<file path="config.mk">
export PLATFORM = sky130hd
export DESIGN_NAME = ordered_array_store_unit
export DESIGN_NICKNAME = d
export VERILOG_FILES = /design/src/hw/rtl/oas_pkg.sv /design/src/hw/rtl/ordered_array_store_unit.sv
export VERILOG_INCLUDE_DIRS = /design/src /design/src/hw/rtl
export SDC_FILE = /design/constraint.sdc
export NUM_CORES = 2
export LEC_CHECK = 0
export ABC_AREA = 0
export BUFFER_PORTS_ARGS = -buffer_cell sky130_fd_sc_hd__clkbuf_2
export CORE_ASPECT_RATIO = 0.7
export CORE_MARGIN = 2
export CORE_UTILIZATION = 45
export DETAILED_ROUTE_END_ITERATION = 10
export SYNTH_ARGS = -nofsm -noshare
export SYNTH_HDL_FRONTEND = slang
export SYNTH_SLANG_ARGS = --single-unit
</file>
<file path="constraint.sdc">
create_clock -name clk -period 6 [get_ports clk]
set_clock_uncertainty 0.05 [all_clocks]
set_input_delay 0.6 -clock clk [delete_from_list [all_inputs] [get_ports clk]]
set_output_delay 0.6 -clock clk [all_outputs]
set_load 0.005 [all_outputs]
</file>
<file path="src/hw/rtl/ordered_array_store_unit_assert.svh">
// Assertion macros for the ordered array store.
`ifndef ORDERED_ARRAY_STORE_UNIT_ASSERT_SVH
`define ORDERED_ARRAY_STORE_UNIT_ASSERT_SVH

// Same-cycle implication, sampled on clk and disabled during reset.
`define OAS_ASSERT_NOW(lbl, ante, cons, msg) \
	lbl: assert property (@(posedge clk) disable iff (!arst_n) (ante) |-> (cons)) \
		else $error(msg);

// Next-cycle implication, sampled on clk and disabled during reset.
`define OAS_ASSERT_NXT(lbl, ante, cons, msg) \
	lbl: assert property (@(posedge clk) disable iff (!arst_n) (ante) |=> (cons)) \
		else $error(msg);

`endif

</file>
<file path="src/hw/rtl/oas_pkg.sv">
`default_nettype none

package oas_pkg;

	localparam int CAPACITY = 64;
	localparam int IDX_W    = $clog2(CAPACITY);
	localparam int CNT_W    = 7;
	localparam int POS_W    = 7;
	localparam int VAL_W    = 32;

	typedef enum logic [1:0] {
		OP_INSERT = 2'd0,
		OP_APPEND = 2'd1,
		OP_SEARCH = 2'd2,
		OP_REMOVE = 2'd3
	} op_t;

	typedef enum logic [1:0] {
		STAT_OK    = 2'd0,
		STAT_RANGE = 2'd1,
		STAT_FULL  = 2'd2,
		STAT_MISS  = 2'd3
	} status_t;

	typedef enum logic [1:0] {
		S_IDLE,
		S_SHIFT,
		S_SCAN
	} state_t;

endpackage

`default_nettype wire

</file>
<file path="src/hw/rtl/ordered_array_store_unit.sv">
// Channel   Handshake           Payload
// command   start / busy        opcode, position, value
// result    done (one cycle)    success, status, count
//
// Append, insert at the end of the list, and any rejected operation give their result
// straight from the idle state; so do search and remove on an empty store.
// Insert at position p below the count n reads entries n - 1 down to p, writes each one
// place up, then stores the value at p. Search and remove go through all n stored entries.
// Both walks use the single read and single write port of the entry memory.
// Reset clears the count and control state; the memory needs no clearing, and results cannot be stalled.
`default_nettype none

`include "ordered_array_store_unit_assert.svh"

module ordered_array_store_unit
	import oas_pkg::*;
(
	input  wire logic                    clk,
	input  wire logic                    arst_n,
	input  wire logic                    start,
	output logic                         busy,
	input  wire logic [1:0]              opcode,
	input  wire logic [POS_W-1:0]        position,
	input  wire logic signed [VAL_W-1:0] value,
	output logic                         done,
	output logic                         success,
	output logic [1:0]                   status,
	output logic [CNT_W-1:0]             count
);

	logic [VAL_W-1:0] mem [CAPACITY];

	state_t           state_q, state_d;
	logic [IDX_W-1:0] addr_q, addr_d;
	logic             iss_q, iss_d;
	logic             found_q, found_d;
	logic [CNT_W-1:0] cnt_q, cnt_d;
	logic             done_q, done_d;
	logic             success_q, success_d;
	status_t          status_q, status_d;
	logic             rd_vld_s1, rd_vld_d;
	logic [IDX_W-1:0] rd_idx_s1;
	logic [VAL_W-1:0] rdata_s1;
	op_t              op_q;
	logic [IDX_W-1:0] pos_q;
	logic [VAL_W-1:0] val_q;
	logic             load;
	logic             we;
	logic [IDX_W-1:0] waddr;
	logic [VAL_W-1:0] wdata;
	logic [IDX_W-1:0] last_idx;

	assign last_idx = IDX_W'(cnt_q - CNT_W'(1));

	always_ff @(posedge clk or negedge arst_n) begin
		if (!arst_n) begin
			state_q <= S_IDLE;
		end else begin
			state_q <= state_d;
		end
	end

	always_comb begin
		state_d   = state_q;
		addr_d    = addr_q;
		iss_d     = iss_q;
		found_d   = found_q;
		cnt_d     = cnt_q;
		done_d    = 1'b0;
		success_d = success_q;
		status_d  = status_q;
		rd_vld_d  = 1'b0;
		load      = 1'b0;
		we        = 1'b0;
		waddr     = addr_q;
		wdata     = VAL_W'(value);
		unique case (state_q)
			S_IDLE: begin
				if (start) begin
					load = 1'b1;
					unique case (op_t'(opcode))
						OP_INSERT: begin
							if (position > cnt_q) begin
								done_d    = 1'b1;
								success_d = 1'b0;
								status_d  = STAT_RANGE;
							end else if (cnt_q == CNT_W'(CAPACITY)) begin
								done_d    = 1'b1;
								success_d = 1'b0;
								status_d  = STAT_FULL;
							end else if (position == cnt_q) begin
								we        = 1'b1;
								waddr     = IDX_W'(position);
								cnt_d     = cnt_q + CNT_W'(1);
								done_d    = 1'b1;
								success_d = 1'b1;
								status_d  = STAT_OK;
							end else begin
								state_d = S_SHIFT;
								addr_d  = last_idx;
								iss_d   = 1'b1;
							end
						end
						OP_APPEND: begin
							if (cnt_q == CNT_W'(CAPACITY)) begin
								done_d    = 1'b1;
								success_d = 1'b0;
								status_d  = STAT_FULL;
							end else begin
								we        = 1'b1;
								waddr     = IDX_W'(cnt_q);
								cnt_d     = cnt_q + CNT_W'(1);
								done_d    = 1'b1;
								success_d = 1'b1;
								status_d  = STAT_OK;
							end
						end
						OP_SEARCH, OP_REMOVE: begin
							if (cnt_q == '0) begin
								done_d    = 1'b1;
								success_d = 1'b0;
								status_d  = STAT_MISS;
							end else begin
								state_d = S_SCAN;
								addr_d  = '0;
								iss_d   = 1'b1;
								found_d = 1'b0;
							end
						end
						default: begin
							done_d = 1'b0;
						end
					endcase
				end
			end
			S_SHIFT: begin
				// Reads walk downwards from the top entry; each beat is written one place up.
				if (iss_q) begin
					rd_vld_d = 1'b1;
					if (addr_q == pos_q) begin
						iss_d = 1'b0;
					end else begin
						addr_d = addr_q - IDX_W'(1);
					end
				end
				if (rd_vld_s1) begin
					we    = 1'b1;
					waddr = rd_idx_s1 + IDX_W'(1);
					wdata = rdata_s1;
				end else if (!iss_q) begin
					we        = 1'b1;
					waddr     = pos_q;
					wdata     = val_q;
					cnt_d     = cnt_q + CNT_W'(1);
					done_d    = 1'b1;
					success_d = 1'b1;
					status_d  = STAT_OK;
					state_d   = S_IDLE;
				end
			end
			S_SCAN: begin
				// After the first match, a removal copies each later entry one place down.
				if (iss_q) begin
					rd_vld_d = 1'b1;
					if (addr_q == last_idx) begin
						iss_d = 1'b0;
					end else begin
						addr_d = addr_q + IDX_W'(1);
					end
				end
				if (rd_vld_s1) begin
					if (found_q && op_q == OP_REMOVE) begin
						we    = 1'b1;
						waddr = rd_idx_s1 - IDX_W'(1);
						wdata = rdata_s1;
					end else if (rdata_s1 == val_q) begin
						found_d = 1'b1;
					end
				end else if (!iss_q) begin
					done_d    = 1'b1;
					success_d = found_q;
					status_d  = found_q ? STAT_OK : STAT_MISS;
					if (found_q && op_q == OP_REMOVE) begin
						cnt_d = cnt_q - CNT_W'(1);
					end
					state_d = S_IDLE;
				end
			end
			default: begin
				state_d = S_IDLE;
			end
		endcase
	end

	always_ff @(posedge clk or negedge arst_n) begin
		if (!arst_n) begin
			addr_q    <= '0;
			iss_q     <= 1'b0;
			found_q   <= 1'b0;
			cnt_q     <= '0;
			done_q    <= 1'b0;
			success_q <= 1'b0;
			status_q  <= STAT_OK;
			rd_vld_s1 <= 1'b0;
		end else begin
			addr_q    <= addr_d;
			iss_q     <= iss_d;
			found_q   <= found_d;
			cnt_q     <= cnt_d;
			done_q    <= done_d;
			success_q <= success_d;
			status_q  <= status_d;
			rd_vld_s1 <= rd_vld_d;
		end
	end

	always_ff @(posedge clk) begin
		if (load) begin
			op_q  <= op_t'(opcode);
			pos_q <= IDX_W'(position);
			val_q <= VAL_W'(value);
		end
		if (rd_vld_d) begin
			rd_idx_s1 <= addr_q;
		end
	end

	always_ff @(posedge clk) begin
		if (we) begin
			mem[waddr] <= wdata;
		end
		rdata_s1 <= mem[addr_q];
	end

	assign busy    = (state_q != S_IDLE);
	assign done    = done_q;
	assign success = success_q;
	assign status  = status_q;
	assign count   = cnt_q;

	`OAS_ASSERT_NOW(a_count_bound, 1'b1, cnt_q <= CNT_W'(CAPACITY), "count above capacity")
	`OAS_ASSERT_NXT(a_accept_progress, start && !busy, busy || done, "accepted beat dropped")
	`OAS_ASSERT_NOW(a_flag_status, done, success == (status == STAT_OK), "flag and status disagree")
	`OAS_ASSERT_NOW(a_read_in_work, rd_vld_s1, busy, "read in flight while idle")
	`OAS_ASSERT_NXT(a_count_hold, !busy && !start, $stable(cnt_q), "count changed while idle")

endmodule

`default_nettype wire
</file>
==> reports/summary.txt <==
global-route wire length before repair -> 313000 µm
peak per-stage delay on the critical path -> 0.90 ns
CP Buf/Inv Count -> 3
CTS clk-pin slew, worst paths -> 0.07 ns
register area share after synthesis -> 76.9%
Seq cells post-synth -> 2148
std cell rows -> 132
delay-heaviest family, CP -> simple AND/OR/NAND/NOR gates
Tot Pwr -> 0.0479 W
Crit path required time -> 6.46 ns
yosys synthesis warning count -> 0
top cells by area, synth -> edfxtp_1 75%, mux4_2 18%, dfxtp_1 0.77%, dfrtp_1 0.66%, clkbuf_1 0.51%
Syn-to-layout area delta -> 13.5%
starting density of the core -> 45.2%
GRT Residual Overflow -> 0
initial drt markers -> 5900
core area -> 184000 µm²
Pwr Density -> 506 nW/µm²
max-slew violation count -> 0
type of the worst min-delay path -> input port to flip-flop
CTS tree -> done
Wirelength per Cell -> 34.5 µm
largest net degree at the start of global routing -> 122
placement-stage cell area -> 88500 µm²
Async S/R FF share, synth -> 1.02%
startpoint types -> flip-flop
Final Critical Period -> 5.10 ns
status -> finished, final reports clean
fin nets -> 3896
area leader, netlist -> edfxtp_1
CP endpoint kind -> flip-flop
routing usage on met3 -> 5.98%
Worst path slowest cell -> a21boi_1
Buffers on Ports -> 55
DRC viols -> 0
Post-synth EDFFs -> 2094
die height -> 364 µm
max frequency -> 196 MHz
Mapped Nets -> 3635
clock buffer depth -> 3
LEAKAGE -> 29.1 nW
Pre-antenna DRT Iters -> 6
GR Util All Layers -> 23.7%
# setup viols final -> 0
count leader, synth -> edfxtp_1
max cap viols -> 0
post-cts repair resize count -> 0
critical path class -> flip-flop to flip-flop
CTS Buf Count -> 188
clock sinks -> 2148
drt via density -> 6.18
maximum level of the CTS H-tree -> 4
CP arrival -> 5.56 ns
Least-Margin Pin Slew -> 1.36 ns
Final Hold Vio Count -> 0
area share of the largest cell type after synthesis -> 75.4%
met1 usage -> 37.7%
clk_lat worst skew -> 0.83 ns
peak supply drop -> 385 µV
Slew Limit Headroom -> 9.02%
fin area -> 94600 µm²
Synth Flop Type -> edfxtp_1
Final ANT Viol Nets -> 0
I/O Pins -> 56
Placer Congestion -> 0.898
fin crit share -> 85.1%
CP Max Fanout -> 25
initial antenna violation count -> 36
Synth Cell Area -> 83300 µm²
die area -> 189000 µm²
chip width -> 518 µm
number of global-route vias before repair -> 38231
dpl hpwl -> 140000 µm
drt total wl -> 223000 µm
M2 GR Usage -> 32.8%
Root Driver -> clkbuf_16
syn_area_per_cell -> 23.3 µm²
layer with the highest usage -> met1
DR vias -> 39968
share of cells above drive strength 1 -> 32.1%
cell count after synthesis -> 3570
list of most frequent post-synthesis cells -> 2094 x edfxtp_1, 663 x mux4_2, 113 x clkbuf_1
Netlist cell types -> 75
worst-case hold slack -> 0.0470 ns
fill count -> 14335
total negative slack -> 0 ns
RSZ-0062 raised after global routing -> false
Critical Path Most Common Cell -> buf_4
Cell Chain, Critical Path -> inv_1 > ha_1 > or4b_4 > nor3_4 > or4_1 > o311ai_1 > a21boi_1 > nand3_1 > buf_4 > nor2b_4 > buf_4
[power breakdown]
part / leakage [nW] / total, W / switching [W] / internal [W]
combinational: 6.75 / 0.0165 / 0.0107 / 0.00581
clock: 2.84 / 0.0117 / 0.00544 / 0.00630
sequential: 19.5 / 0.0197 / 0.000547 / 0.0191
total: 29.1 / 0.0479 / 0.0167 / 0.0312
[flip-flops by register name, summed over array words and instances (netlist names), 2 cells and up]
register / count
count: 7
pos_q: 6
op_q: 2
status: 2
val_q: 32
mem: 2048
state_q: 2
addr_q: 6
rdata_s1: 32
rd_idx_s1: 6
[final timing paths]
kind / startpoint / cells after the start / to / slack (ns)
worst max register to register: count[0]$_DFFE_PN0P_ / 11 / mem[59][2]$_DFFE_PP_ / 0.90
worst min register to register: status[1]$_DFFE_PN0P_ / 1 / status[1]$_DFFE_PN0P_ / 0.47
worst min-delay path: value[11] / 1 / val_q[11]$_DFFE_PP_ / 0.05
min in group asynchronous: arst_n / 2 / status[1]$_DFFE_PN0P_ / 0.30
worst max-delay path: count[0]$_DFFE_PN0P_ / 11 / mem[59][2]$_DFFE_PP_ / 0.90
max in group asynchronous: arst_n / 2 / addr_q[1]$_DFFE_PN0P_ / 5.11
[stage by stage]
stage          setup slack, ns  instances  utilization (%)
6_report                 0.896       6469             51.3
3_3_place_gp             0.972       6088             47.9
3_5_place_dp             0.985       6088             47.9
5_1_grt                  0.809       6466             51.3
4_1_cts                  0.955       6465             51.3
2_1_floorplan            0.328       3570                -
[cell usage in the layout, fill, tap and decap left out, types with 26 or more instances in the layout]
master,n
mux4_2,663
dfxtp_1,32
xor2_1,41
clkbuf_2,55
buf_4,147
clkbuf_1,46
o21ai_4,32
a22oi_1,34
edfxtp_1,2094
nor2_1,31
buf_12,26
dlygate4sd3_1,32
nor2_4,50
clkinv_1,44
nand2_1,69
clkinv_2,35
clkbuf_16,191
[timing repair]
action	CTS	global route
hold buffers	32	0
endpoints found under the hold margin	53	0
buffers inserted	0	0
[worst register-to-register path: stages, from the launching register on]
cell,delay (ns)
dfrtp_1,0.56
inv_1,0.17
ha_1,0.24
or4b_4,0.52
nor3_4,0.38
or4_1,0.19
o311ai_1,0.17
a21boi_1,0.90
nand3_1,0.16
buf_4,0.26
nor2b_4,0.83
buf_4,0.38
[layer usage]
metal,wire length [µm],up-vias,share of wire [%]
met1,98000,21810,44
met2,95700,2045,43
li1,-,15838,-
met4,5120,6,2.3
met3,24600,269,11
met5,45,-,0.020
[final cells by class]
type                            count  area, µm²  share of cell area, %
Antenna cell                        4       10.0                 0.0106
Clock buffer                      237       4950                   5.23
Clock inverter                    108        881                  0.931
Inverter                           24       98.8                  0.104
Multi-Input combinational cell   1209      19300                   20.4
Sequential cell                  2148      64100                   67.7
Tap cell                         2479       3100                   3.28
Timing Repair Buffer              260       2220                   2.35
[logic make-up after synthesis]
logic type | after synthesis | share of synthesized area (%)
adder cells (fa/ha/maj) | 21 | 0.324
multiplexers | 677 | 18.1
flip-flops | 2148 | 76.9
XOR/XNOR | 63 | 0.662
AO/OA/AOI/OAI | 187 | 1.53
AND/OR/NAND/NOR | 261 | 1.53
buffers and inverters | 213 | 0.994
No activity file was read; power rests on OpenSTA's default activity.
